--- config.mk ---
export PLATFORM = sky130hd
export DESIGN_NAME = l1s_queue
export DESIGN_NICKNAME = d
export VERILOG_FILES = /design/src/rtl/l1s_pkg.sv /design/src/rtl/l1s_queue.sv
export SDC_FILE = /design/constraint.sdc
export NUM_CORES = 1
export LEC_CHECK = 0
export ABC_CLOCK_PERIOD_IN_PS = 3740
export BUFFER_PORTS_ARGS = -buffer_cell sky130_fd_sc_hd__buf_2
export CAP_MARGIN = 30
export CORE_UTILIZATION = 45
export DETAILED_ROUTE_END_ITERATION = 10
export PLACE_DENSITY = 0.75
export SLEW_MARGIN = 20
export SYNTH_ARGS = -nofsm -noshare
export SYNTH_HDL_FRONTEND = slang
export SYNTH_SLANG_ARGS = --single-unit
--- constraint.sdc ---
create_clock -name clk -period 3.74 [get_ports clk]
set_input_delay 0.187 -clock clk [delete_from_list [all_inputs] [get_ports clk]]
set_output_delay 0.187 -clock clk [all_outputs]
set_load 0.005 [all_outputs]
--- src/rtl/l1s_pkg.sv ---
// Shared types and constants for the L1 similarity scorer.
// No dependencies; imported by every other file of the block.
package l1s_pkg;

  localparam int ID_W        = 32;
  localparam int SUM_W       = 32;
  localparam int SCORE_W     = 20;
  localparam int QUEUE_DEPTH = 4;

  localparam logic [SCORE_W-1:0] SCORE_SCALE = SCORE_W'(1000000);

  typedef enum logic [2:0] {
    B_IDLE,
    B_LOAD,
    B_CMP,
    B_MUL,
    B_DIV,
    B_DONE
  } back_state_t;

  typedef struct packed {
    logic valid;
    logic cand;
    logic first;
    logic hit;
    logic last;
  } s1_ctrl_t;

endpackage

--- src/rtl/l1s_queue.sv ---
// Short job queue between front end and scoring back end.
// Register array with read and write pointers. Uses l1s_pkg.
module l1s_queue import l1s_pkg::*; #(
  parameter int W = 59
) (
  input  logic         clk,
  input  logic         rst_n,
  input  logic         push,
  input  logic [W-1:0] push_data,
  output logic         full,
  output logic         almost_full,
  output logic         pop_valid,
  input  logic         pop,
  output logic [W-1:0] pop_data
);

  localparam int PW = (QUEUE_DEPTH > 1) ? $clog2(QUEUE_DEPTH) : 1;
  localparam int CW = $clog2(QUEUE_DEPTH + 1);

  logic [W-1:0]  entry_r [QUEUE_DEPTH];
  logic [PW-1:0] wr_ptr_r, wr_ptr_nxt;
  logic [PW-1:0] rd_ptr_r, rd_ptr_nxt;
  logic [CW-1:0] count_r, count_nxt;
  logic          do_push, do_pop;

  assign full        = count_r == CW'(QUEUE_DEPTH);
  assign almost_full = count_r >= CW'(QUEUE_DEPTH - 1);
  assign pop_valid   = count_r != '0;
  assign pop_data    = entry_r[rd_ptr_r];
  assign do_push     = push & ~full;
  assign do_pop      = pop & pop_valid;

  always_comb begin
    wr_ptr_nxt = wr_ptr_r;
    rd_ptr_nxt = rd_ptr_r;
    if (do_push) begin
      wr_ptr_nxt = (wr_ptr_r == PW'(QUEUE_DEPTH - 1)) ? '0 : wr_ptr_r + PW'(1);
    end
    if (do_pop) begin
      rd_ptr_nxt = (rd_ptr_r == PW'(QUEUE_DEPTH - 1)) ? '0 : rd_ptr_r + PW'(1);
    end
    count_nxt = count_r + CW'(do_push) - CW'(do_pop);
  end

  always_ff @(posedge clk) begin
    if (do_push) begin
      entry_r[wr_ptr_r] <= push_data;
    end
  end

  always_ff @(posedge clk) begin
    if (!rst_n) begin
      wr_ptr_r <= '0;
      rd_ptr_r <= '0;
      count_r  <= '0;
    end else begin
      wr_ptr_r <= wr_ptr_nxt;
      rd_ptr_r <= rd_ptr_nxt;
      count_r  <= count_nxt;
    end
  end

endmodule

=== Word-level counts from Yosys, hierarchy flattened ===
Memory sizes are Yosys's and may differ from the RTL's. A register that Yosys moved wholly into a read port is not among the register bits.
Index checks and enable logic that the tools add are counted.

* Register bits after elaboration: 7
* Bits in writable memories: 236
* Input bits: 63
* Output and inout port bits: 62
* Logic and storage cells: 22
* Memories: 1

{| class="wikitable"
|+ Memory list
! memory !! words !! bits a word !! read ports !! clocked after Yosys merged registers in !! wr ports !! RTL line !! text
|-
| entry_r || 4 || 59 || 1 || 1 || 1 || l1s_queue.sv:20 || <nowiki>logic [W-1:0] entry_r [QUEUE_DEPTH];</nowiki>
|}

* $add $sub $neg: 4
* Magnitude comparators: 1
* Equality and inequality tests: 3
* Muxes and demuxes: 6
* Bitwise gates (word level): 3
* Reduce and logical (&&, ||, !) cells: 1

{| class="wikitable"
|+ Operators with widths
! cell !! count
|-
| $mux 2 || 4
|-
| $add 2x1->2 const B || 2
|-
| $eq 2x2->1 const B || 2
|-
| $add 3x1->3 || 1
|-
| $eq 3x3->1 const B || 1
|-
| $ge 3x2->1 const B || 1
|-
| $reduce_bool 3->1 || 1
|-
| $sub 3x1->3 || 1
|-
| $and 1x1->1 || 2
|-
| $mux 1 || 2
|-
| $not 1->1 || 1
|}

=== Longest topological paths before layout ===
* Depth in word-level cells: 5
* Depth in mapped cells: 10

=== Worst setup path before layout ===
No wires, ideal clock.

* Kind: reg-to-reg
* Start: register count_r[2]
* End: memory entry_r[0][0] (enable)
* Arrival: 2.225 ns
* Required time: 3.317 ns
* Slack: 1.092 ns
* Cell stages (with the launch flop): 5
* Cells stage by stage: dfxtp_1 > nor3b_1 > nor2b_1 > clkbuf_1 > and2_1

* Longest elaborated chain between the ends: 5

{| class="wikitable"
|+ Ends and longest elaborated chain
! element !! RTL line !! text
|-
| from (decl) || l1s_queue.sv:23 || <nowiki>logic [CW-1:0] count_r, count_nxt;</nowiki>
|-
| from (signal assigned) || l1s_queue.sv:59 || <nowiki>count_r <= count_nxt;</nowiki>
|-
| $eq 3x3->1 || l1s_queue.sv:26 || <nowiki>assign full = count_r == CW'(QUEUE_DEPTH);</nowiki>
|-
| named net full || l1s_queue.sv:10 || <nowiki>output logic full,</nowiki>
|-
| $not 1->1 || l1s_queue.sv:30 || <nowiki>assign do_push = push & ~full;</nowiki>
|-
| $and 1x1->1 || l1s_queue.sv:30 ||
|-
| $mux 1 || l1s_queue.sv:46 || <nowiki>if (do_push) begin</nowiki>
|-
| $mux 1 (not written as such) || l1s_queue.sv:47 || <nowiki>entry_r[wr_ptr_r] <= push_data;</nowiki>
|-
| to (decl) || l1s_queue.sv:20 ||
|}

The timed path passes the listed nets, and every way through them passes these cells.

==> flow_summary.toml <==
[yosys]
yosysTopAreaCellShare_pct = 78.5
synth_top_area_cell = "edfxtp_1"
ys_seq_area_share_pct = 80.5
syn_area_um2 = 9020
synth_cells = 365
ys_seq_elements = 245
synth_cell_types = 22
synth_area_per_cell_um2 = 24.7
synth_nets = 437
yosys-top-cells-area = "edfxtp_1 (79%), mux4_2 (15%), dfxtp_1 (2.0%), ha_1 (1.1%), and2_1 (0.49%)"
yosysWarnings = 0

[place]
place_hpwl_um = 8640
gp_congestion = 0.719
post_dp_cell_area_um2 = 9890
port_buffers = 124
pre_cts_slack_ns = 1.35

[job]
cap_violations = 0

[power_and_ir_drop]
p_int_mw = 5.61
swShare_pct = 23.6
p_clk_share_pct = 33.9
finalPower_mw = 7.34
power.share.combinational_pct = 17.9
power.switching_mw = 1.73
vdd_drop_max_mv = 0.504
pwr-share-seq_pct = 48.2
p_per_area_nw_per_um2 = 649
cellLeakagePower_nw = 3.87

[hold_path]
hold_depth = 3
min_to = "wr_ptr_r[1]$_SDFFE_PN0P_"
hold_path.startpoint = "rst_n"
hp-class = "input pin to flop"

[route]
drtAntennaViolNets = 0
drc = 0
drt_pass1_iterations = 4
drt_iter0_drc = 187
wirelength_um = 15600
post_drt_wl_per_cell_um = 18.5
avgViaCountPerCell = 5.07
via_count = 4271

[worst_setup_path]
crit_fanout = 30
crit_arrival_ns = 2.35
cp_top_family = "flip-flops"
critPathKind = "flop to output pin"
rr_worst_depth = 9
crit_path_end_kind = "output pin"
start_kind = "flop"
slowest_stage = "dfxtp_4"
worstPathRequired_ns = 3.55
crit_chain = "buf_12 > mux4_2 > buf_2"
cpPeakStageDelay_ns = 0.75
path_buf_inv = 2
timing.rr.end = "count_r[2]$_SDFF_PN0_"
reg2reg_slack_ns = 1.32
crit_cells = 3
rr_startpoint = "count_r[1]$_SDFF_PN0_"

[timing]
setup_tns_ns = 0
setup_viol = 0
rsz0062_at_grt = "false"
skew_ns = 0.0129
worst_slew_pin_slew_ns = 0.929
max_freq_mhz = 394
hold_viol = 0
final.min_clock_period_ns = 2.54
maxSlewHeadroom_pct = 38.0
drv_slew = 0
fin_crit_sh_pct = 67.8
fin_ws_ns = 1.20

[layout]
post-route-util_pct = 57.8
fillers = 1424
antenna_cells = 0
syn2layout_area_growth_pct = 25.4
finish.instance_area_um2 = 11300
drive_gt1_share_pct = 38.9
nets = 632

[floorplanning]
pin_count = 125
die_y_um = 144
die_w_um = 144
dieArea_um2 = 20600
start_util_pct = 46.1
design.core.area_um2 = 19600
rows = 51

[clock_tree]
insertion_delay_ns = 0.51
cts_buffers = 25
clk_pin_slew_ns = 0.06
cts_tree = "built"
clock-sinks = 245
post_cts_buffers = 0
cts_resized = 0
cts_htree_levels = 1
cts_hold_buffers = 59
clock-root-buffer = "clkbuf_16"
clock_path_buffers = 3

[grt]
grt_first_pass_wirelength_um = 24200
grt-ovfl-total = 0
grt_max_degree = 60
track_usage_pct = 15.7
grt_pass1_vias = 4617
grt_antenna_before_repair = 0

[status]
status = "complete, no violations"
==> synthesized netlist by cell type <==
master    number
mux2i_1        2
buf_6          1
ha_1           8
nor3b_1        1
buf_12         2
dfxtp_1        9
buf_4          4
edfxtp_1     236
mux4_2        59
o31ai_1        1
nand2_1        7
nor2b_1        1
nor2_1         2
fa_1           1
clkbuf_1       6
inv_1          8
and2_1         7
or3_1          1
buf_2          3
xor2_1         1
nand3_1        2
o21ai_0        3
==> power groups by stage <==
stage	Clock [mW]	Sequential, mW	Combinational, mW
finish	2.49	3.54	1.31
global route	2.64	3.58	1.45
CTS	2.54	3.55	1.35
detailed placement	0	3.61	1.29
global placement	0	3.58	1.27
floorplan	0	3.46	0.929
==> worst reg2reg max path: cells and delay by family, from the launching register on <==
kind / cells / cell delay (ns)
buf+inv: 2 / 0.16
xor+xnor: 1 / 0.18
fa+ha+maj: 3 / 0.87
flops: 1 / 0.41
simple gates: 3 / 0.70
==> layout by cell type (no fill, tap or decap), drive strengths merged <==
cell,n
nor3b,1
and2,7
xor2,1
nor2b,1
nand2,7
o21ai,3
dlygate4sd3,59
edfxtp,236
nand3,2
inv,9
or3,1
clkbuf,33
fa,1
clkinvlp,1
o31ai,1
clkinv,6
bufinv,4
nor2,2
buf,125
ha,8
mux4,59
dfxtp,9
mux2i,2
==> registers in the layout, indices dropped and copies added, names as in the netlist, named ones only <==
name and flops:
entry_r 236, rd_ptr_r 2, count_r 3, wr_ptr_r 2
==> cells by family after synthesis <==
kind of cell / Yosys count / share of synthesized area [%]
compound gates: 4 / 0.250
fa+ha+maj: 9 / 1.33
simple gates: 21 / 1.19
buf+inv: 24 / 1.65
flops: 245 / 80.5
xor+xnor: 1 / 0.0971
mux: 61 / 14.9
==> layout make-up <==
class	instances	area [um^2]	share of cell area (%)
inverter	8	30.0	0.265
timing repair buffer	184	1230	10.9
multi-input combinational	96	1620	14.3
clock buffer	33	666	5.88
sequential	245	7270	64.3
tap	265	332	2.93
clock inverter	12	163	1.44
==> worst max path at each step <==
stage / startpoint / end / slack [ns]
after floorplan: count_r[2]$_SDFF_PN0_ / entry_r[0][0]$_DFFE_PP_ / 1.09
after global placement: count_r[1]$_SDFF_PN0_ / count_r[2]$_SDFF_PN0_ / 1.51
after detailed placement: count_r[1]$_SDFF_PN0_ / count_r[2]$_SDFF_PN0_ / 1.35
after CTS: flop / pop_data[26] / 1.11
after global routing: flop / pop_data[40] / 1.02
final: flop / pop_data[40] / 1.20
==> per-stage QoR <==
stage	hold WS, ns	std cells
after floorplan	0.286	365
after global placement	0.396	739
after detailed placement	0.404	739
after CTS	0.0117	843
after global routing	0.0295	843
final	0.0246	843
==> routing by layer <==
layer	global-route usage, %	routed length, um
met5	0	0
met4	4.87	288
met3	3.27	847
met2	26.9	7780
met1	20.2	6680
Note: power is estimated with default switching activity, not from simulation.
