--- config.mk ---
export PLATFORM = sky130hd
export DESIGN_NAME = l1s_back
export DESIGN_NICKNAME = d
export VERILOG_FILES = /design/src/rtl/l1s_pkg.sv /design/src/rtl/l1s_back.sv
export SDC_FILE = /design/constraint.sdc
export NUM_CORES = 1
export LEC_CHECK = 0
export ABC_CLOCK_PERIOD_IN_PS = 23700
export BUFFER_PORTS_ARGS = -buffer_cell sky130_fd_sc_hd__buf_2
export CORE_MARGIN = 1.5
export CORE_UTILIZATION = 65
export DETAILED_ROUTE_END_ITERATION = 16
export GPL_TIMING_DRIVEN = 0
export PLACE_DENSITY = 0.92
export REMOVE_ABC_BUFFERS = 1
export SYNTH_ARGS = -nofsm -noshare
export SYNTH_HDL_FRONTEND = slang
export SYNTH_SLANG_ARGS = --single-unit
--- constraint.sdc ---
create_clock -name clk -period 23.7 [get_ports clk]
set_clock_uncertainty 0.15 [all_clocks]
set_input_delay 4.74 -clock clk [delete_from_list [all_inputs] [get_ports clk]]
set_output_delay 4.74 -clock clk [all_outputs]
set_load 0.03 [all_outputs]
--- src/rtl/l1s_pkg.sv ---
// Shared types and constants for the L1 similarity scorer.
// No dependencies; imported by every other file of the block.
package l1s_pkg;

  localparam int ID_W        = 32;
  localparam int SUM_W       = 32;
  localparam int SCORE_W     = 20;
  localparam int QUEUE_DEPTH = 4;

  localparam logic [SCORE_W-1:0] SCORE_SCALE = SCORE_W'(1000000);

  typedef enum logic [2:0] {
    B_IDLE,
    B_LOAD,
    B_CMP,
    B_MUL,
    B_DIV,
    B_DONE
  } back_state_t;

  typedef struct packed {
    logic valid;
    logic cand;
    logic first;
    logic hit;
    logic last;
  } s1_ctrl_t;

endpackage

--- src/rtl/l1s_back.sv ---
// Scoring back end: forms numerator and denominator, scales by shift-add
// and divides by restoring division, one bit a cycle. Uses l1s_pkg.
module l1s_back import l1s_pkg::*; #(
  parameter int LEN_W     = 13,
  parameter int FRAC_BITS = 14
) (
  input  logic                        clk,
  input  logic                        rst_n,
  input  logic                        job_valid,
  output logic                        job_pop,
  input  logic [ID_W+SUM_W+2*LEN_W:0] job_data,
  output logic                        out_valid,
  input  logic                        out_ready,
  output logic [ID_W-1:0]             out_result_id,
  output logic [SCORE_W-1:0]          out_score,
  output logic                        out_length_clipped
);

  localparam int T_W   = SUM_W + 5;
  localparam int D_W   = LEN_W + FRAC_BITS;
  localparam int NUM_W = ((T_W > D_W) ? T_W : D_W) + 1;
  localparam int DEN_W = LEN_W + 5 + FRAC_BITS;
  localparam int CMP_W = (NUM_W > DEN_W) ? NUM_W : DEN_W;
  localparam int X_W   = DEN_W + SCORE_W;
  localparam int STEP_W = $clog2(SCORE_W);

  back_state_t state_r, state_nxt;

  logic [ID_W-1:0]    id_r, id_nxt;
  logic [SUM_W-1:0]   sum_r, sum_nxt;
  logic [LEN_W-1:0]   q_r, q_nxt;
  logic [LEN_W-1:0]   c_r, c_nxt;
  logic               clip_r, clip_nxt;
  logic [NUM_W-1:0]   num_r, num_nxt;
  logic [DEN_W-1:0]   den_r, den_nxt;
  logic               zero_r, zero_nxt;
  logic [X_W-1:0]     acc_r, acc_nxt;
  logic [X_W-1:0]     mc_r, mc_nxt;
  logic [X_W-1:0]     dsh_r, dsh_nxt;
  logic [SCORE_W-1:0] quo_r, quo_nxt;
  logic [STEP_W-1:0]  step_r, step_nxt;

  logic [LEN_W-1:0] n_len, d_len;
  logic             ge;
  logic             last_step;

  assign n_len     = (q_r < c_r) ? q_r : c_r;
  assign d_len     = (q_r > c_r) ? q_r - c_r : c_r - q_r;
  assign ge        = acc_r >= dsh_r;
  assign last_step = step_r == STEP_W'(SCORE_W - 1);

  assign job_pop            = (state_r == B_IDLE) & job_valid;
  assign out_valid          = state_r == B_DONE;
  assign out_result_id      = id_r;
  assign out_score          = quo_r;
  assign out_length_clipped = clip_r;

  always_comb begin
    state_nxt = state_r;
    id_nxt    = id_r;
    sum_nxt   = sum_r;
    q_nxt     = q_r;
    c_nxt     = c_r;
    clip_nxt  = clip_r;
    num_nxt   = num_r;
    den_nxt   = den_r;
    zero_nxt  = zero_r;
    acc_nxt   = acc_r;
    mc_nxt    = mc_r;
    dsh_nxt   = dsh_r;
    quo_nxt   = quo_r;
    step_nxt  = step_r;
    unique case (state_r)
      B_IDLE: begin
        if (job_valid) begin
          {id_nxt, sum_nxt, q_nxt, c_nxt, clip_nxt} = job_data;
          state_nxt = B_LOAD;
        end
      end
      B_LOAD: begin
        num_nxt  = NUM_W'({sum_r, 4'b0}) + NUM_W'({sum_r, 2'b0})
                 + NUM_W'({d_len, FRAC_BITS'(0)});
        den_nxt  = DEN_W'({n_len, 4'b0, FRAC_BITS'(0)})
                 + DEN_W'({n_len, 2'b0, FRAC_BITS'(0)});
        zero_nxt = (q_r == '0) | (c_r == '0);
        state_nxt = B_CMP;
      end
      B_CMP: begin
        if (zero_r || CMP_W'(num_r) >= CMP_W'(den_r)) begin
          quo_nxt   = '0;
          state_nxt = B_DONE;
        end else begin
          mc_nxt    = X_W'(CMP_W'(den_r) - CMP_W'(num_r));
          acc_nxt   = '0;
          step_nxt  = '0;
          state_nxt = B_MUL;
        end
      end
      B_MUL: begin
        if (SCORE_SCALE[step_r]) begin
          acc_nxt = acc_r + mc_r;
        end
        mc_nxt   = mc_r << 1;
        step_nxt = step_r + STEP_W'(1);
        if (last_step) begin
          dsh_nxt   = X_W'(den_r) << (SCORE_W - 1);
          quo_nxt   = '0;
          step_nxt  = '0;
          state_nxt = B_DIV;
        end
      end
      B_DIV: begin
        if (ge) begin
          acc_nxt = acc_r - dsh_r;
        end
        quo_nxt  = {quo_r[SCORE_W-2:0], ge};
        dsh_nxt  = dsh_r >> 1;
        step_nxt = step_r + STEP_W'(1);
        if (last_step) begin
          state_nxt = B_DONE;
        end
      end
      B_DONE: begin
        if (out_ready) begin
          state_nxt = B_IDLE;
        end
      end
      default: state_nxt = B_IDLE;
    endcase
  end

  always_ff @(posedge clk) begin
    if (!rst_n) begin
      state_r <= B_IDLE;
    end else begin
      state_r <= state_nxt;
    end
  end

  always_ff @(posedge clk) begin
    id_r   <= id_nxt;
    sum_r  <= sum_nxt;
    q_r    <= q_nxt;
    c_r    <= c_nxt;
    clip_r <= clip_nxt;
    num_r  <= num_nxt;
    den_r  <= den_nxt;
    zero_r <= zero_nxt;
    acc_r  <= acc_nxt;
    mc_r   <= mc_nxt;
    dsh_r  <= dsh_nxt;
    quo_r  <= quo_nxt;
    step_r <= step_nxt;
  end

endmodule

# Yosys cells after proc, flatten, opt, wreduce, memory -nomap -nowiden
# Memories as Yosys holds them, arrays and structs flattened. A register that Yosys moved wholly into a read port is not among the register bits.
# Index checks and enable logic that the tools add are counted.
# totals
ram_bits,0
latch_bits,0
memories,1
in_bits,95
mem_bits_ro,32
register_bits,346
output_inout_bits,55
word_cells,83
# memory_table
memory,depth,word_bits,rd,rd_clocked_by_memory_dff,wr,line,source
(name not given),32,1,1,1,0,l1s_back.sv:100,if (SCORE_SCALE[step_r]) begin
# op_classes
n_div,0
n_mul,0
n_bitwise,2
n_mux,24
n_shift,0
reduce_logical,14
addsub,9
order_cmp,5
n_eq_ne,14
# op_table
operator,n
$mux 52,5
$pmux 52 s2,2
$pmux 52 s3,1
$pmux 20 s3,1
$add 52x52->52,1
$ge 52x52->1,1
$sub 52x52->52,1
$mux 20,2
$sub 32x38->39,1
$add 37x27->38,1
$ge 38x32->1,1
$add 36x34->37,1
$add 31x29->32,1
$logic_not 13->1,2
$mux 13,2
$sub 13x13->13,2
$pmux 3 s6,1
$mux 3,5
$mux 5,3
$pmux 5 s3,1
$ne 2x2->1 const B,7
$gt 13x13->1,1
$lt 13x13->1,1
$reduce_and 2->1,4
16 further kinds,20

# Logic depth before layout (Yosys ltp)
# logic_depth
ltp_word,5
depth_mapped,27
mapped_depth_nobuf,25

# Worst setup path before layout
# No wires, ideal clock.
# synth_timing
path_kind,input to output
start,in job_valid
end,out job_pop
slack_ns,4.022
t_arrival_ns,14.788
required_ns,18.810
path_buffers,0
cell_stages,1
cell_sequence,nor4b_1
# synth_between
elab_chain_cells,1
# synth_rtl
item,line,source
from (decl),l1s_back.sv:9,"input logic job_valid,"
$and 1x1->1,l1s_back.sv:52,assign job_pop = (state_r == B_IDLE) & job_valid;
to (decl),l1s_back.sv:10,"output logic job_pop,"
# Every way passes these cells.

# Worst setup path in the final report
# Same ends and word-level chain as after synthesis.

==> impl_results.md <==
* Status: finished clean
* Placed Cells incl. Taps at 2775
* Layout cell share with drive strength beyond 1 at 11.19%
* Critical path's slowest cell: nor4b_2
* Fmax at 0.08598 GHz
* Root buf cell: clkbuf_16
* Final net count at approximately 2700
* Die area at about 0.036 mm²
* Most common cell type on the critical path: buf_4
* Worst endpoint data arrival time at 6740 ps
* Final setup margin at ~12000 ps
* Average size of a mapped cell at roughly 10 µm²
* Place WS at 12080 ps
* RSZ-0062 raised after global routing: no
* Crit path cell chain: buf_2 > nor4b_2 > buf_4 > buf_4 > buf_4 > buf_4 > buf_4 > buf_4 > buf_2
* Worst skew pair latency at between 500 and 600 ps
* Hold Crit Class: reg -> reg
* TritonCTS clock tree: built
* Crit. End Element: output port
* Worst Path Required at 18810 ps
* Hold Vio Cnt, Final at 0
* Reg clk slew, reported paths at approximately 60 ps
* Vias at between 15000 and 20000
* Tot Pwr at around 0.0020 W
* Crit-path max FO at 11
* Post-synth cell types at 89
* Max transition margin at 27.38%
* Io pins at 150
* Post-synth EDFFs at around 320
* Final setup viols at 0
* Area grow syn2layout at 11.25%
* Final TNS setup at 0 ps
* Worst-case hold slack at ~300 ps
* Total GRT Usage at 31.09%
* Post-CTS setup buffers at 0
* Initial antenna violation count at 0
* Power per cell area at between 80 and 90 mW/mm²
* GR Overflow Total at 0
* Critical path buffer and inverter count at 8
* CTS Buf Count at 37
* Drt wl/cell at 19.58 µm
* Register area share after synthesis at 43.44%
* Post-Route WL at around 56000 µm
* Most used flip-flop cell after synthesis: edfxtp_1
* Placer congestion estimate at between 0.9 and 1
* Post-route DRC violation count at 0
* CTS hold repair buffers at 0
* CTS sink cnt at approximately 330
* 1st-iter DRT viols at between 1500 and 2000
* Crit-path leading delay family: buffers and inverters
* # Max-Cap Violations at 0
* IO Port Bufs at about 150
* Die X at 188.5 µm
* Starting Density at between 60 and 70%
* Diode count at 0
* CP Class: in -> out
* Non-Filler Instances at between 2000 and 3000
* Die H at around 190 µm
* Leakage at 10.56 nW
* Filler instances at roughly 2300
* Core box area at between 0.03 and 0.04 mm²
* Worst vdd ir at 0.00007369 V
* Rows at 67
* Flops & latches, synth at 325
* Crit-path max cell delay at approximately 420 ps
* Vias in the first global route at approximately 18000
* TritonRoute pass-1 iters at 6
* CTS H-tree depth at 2
* Yosys warning total at 0
* Max Slew Vio Count at 0
* Post-synthesis cell count at between 2000 and 2500
* Largest net degree at the start of global routing at 64
* Antenna-violating nets left at 0
* PostCTS Resize Cnt at 0
* Fin crit share at roughly half
* Bufs on Longest Clock Path at 3
* First-pass GRT wire length at 88980 µm
* Worst-Margin Slew at around 1100 ps
* Cell area after synthesis at around 0.022 mm²
* Dpl hpwl at about 42000 µm
* Async S/R FF share, synth at 0%
* Tmin final at about 12000 ps
* Vias per cell at 6.306
* CP startpoint kind: input pin
==> power by group <==
group          switching (W)  total (W)  leakage, nW  internal [W]
logic               0.000415   0.000694         6.94      0.000279
registers          0.0000301   0.000754         3.03      0.000724
clock network       0.000237   0.000587        0.598      0.000350
total               0.000683    0.00204         10.6       0.00135
==> cell usage after synthesis (13+ instances only) <==
master / instances / area [µm²]
nand2_1: 152 / 570.6
nand4_1: 40 / 250.2
a21oi_1: 203 / 1016
nor2b_1: 18 / 112.6
nand2b_1: 16 / 100.1
and3_1: 19 / 118.9
nand3_1: 31 / 155.2
nor2_1: 177 / 664.4
o21bai_1: 33 / 247.7
a211oi_1: 13 / 97.59
nor3_1: 38 / 190.2
o22ai_1: 42 / 262.8
clkbuf_1: 73 / 274.0
fa_1: 19 / 380.4
ha_1: 201 / 2515
edfxtp_1: 321 / 9639
o21ai_0: 120 / 600.6
a21o_1: 116 / 870.8
and2_1: 35 / 219.0
a31oi_1: 19 / 118.9
inv_1: 179 / 671.9
xor2_1: 78 / 683.2
xnor2_1: 90 / 788.3
==> stage by stage <==
step                instance area, µm²  util (%)
floorplan                        22040         -
global placement                 23350     69.28
detailed placement               23650     70.18
CTS                              24890     73.87
global route                     24890     73.87
finish                           24890     73.87
==> registers in the layout, indices dropped and copies added, names as in the netlist, named ones only <==
register            cells
mc_r                   50
zero_r                  1
out_length_clipped      1
out_result_id          32
step_r                  5
dsh_r                  51
out_score              20
acc_r                  52
num_r                  35
state_r                 3
c_r                    13
q_r                    13
den_r                  16
sum_r                  32
==> cells by family (layout without fill, tap and decap cells) <==
kind of cell             Yosys count  in the layout  synth area share, %
buffers and inverters            265            416                4.496
multiplexers                      17             17               0.8220
adder cells (fa/ha/maj)          220            220                12.94
XOR/XNOR                         168            168                6.576
AO/OA/AOI/OAI                    673            673                19.35
AND/OR/NAND/NOR                  576            576                12.38
flip-flops                       325            325                43.44
==> path summary, 6_finish.rpt <==
| check | from | endpoint | slack [ps] | cells past startpoint |
|---|---|---|---|---|
| max | job_valid | job_pop | 12070 | 9 |
| min reg2reg | sum_r[1] | num_r[3] | 310 | 0 |
| max reg2reg | c_r[9] | num_r[35] | 16410 | 24 |
| min | sum_r[1] | num_r[3] | 310 | 0 |
==> final cells by class <==
cell class / instances / area [µm²] / share of cell area, %
clock inverter: 24 / 272.8 / 1.096
tap: 448 / 560.5 / 2.252
sequential: 325 / 9719 / 39.04
inverter: 179 / 671.9 / 2.699
clock buffer: 44 / 972.2 / 3.905
timing repair buffer: 169 / 993.5 / 3.991
multi-input combinational: 1654 / 11700 / 47.01
==> placed cells by master (no fill, tap or decap), types with 90 or more instances in the layout <==
cell type,Yosys,layout
a21o_1,116,116
a21oi_1,203,202
buf_2,6,149
edfxtp_1,321,321
ha_1,201,201
inv_1,179,178
nand2_1,152,151
nor2_1,177,176
o21ai_0,120,119
xnor2_1,90,90
==> metal layers <==
| metal | track usage [%] | up-vias | share of wire [%] |
|---|---|---|---|
| met5 | 0 | - | 0 |
| met4 | 10.74 | 0 | 2.9 |
| met3 | 4.247 | 135 | 7.5 |
| met2 | 53.90 | 858 | 49 |
| met1 | 40.06 | 8433 | 41 |
| li1 | - | 8503 | - |
Note: power is estimated with default switching activity, not from simulation.
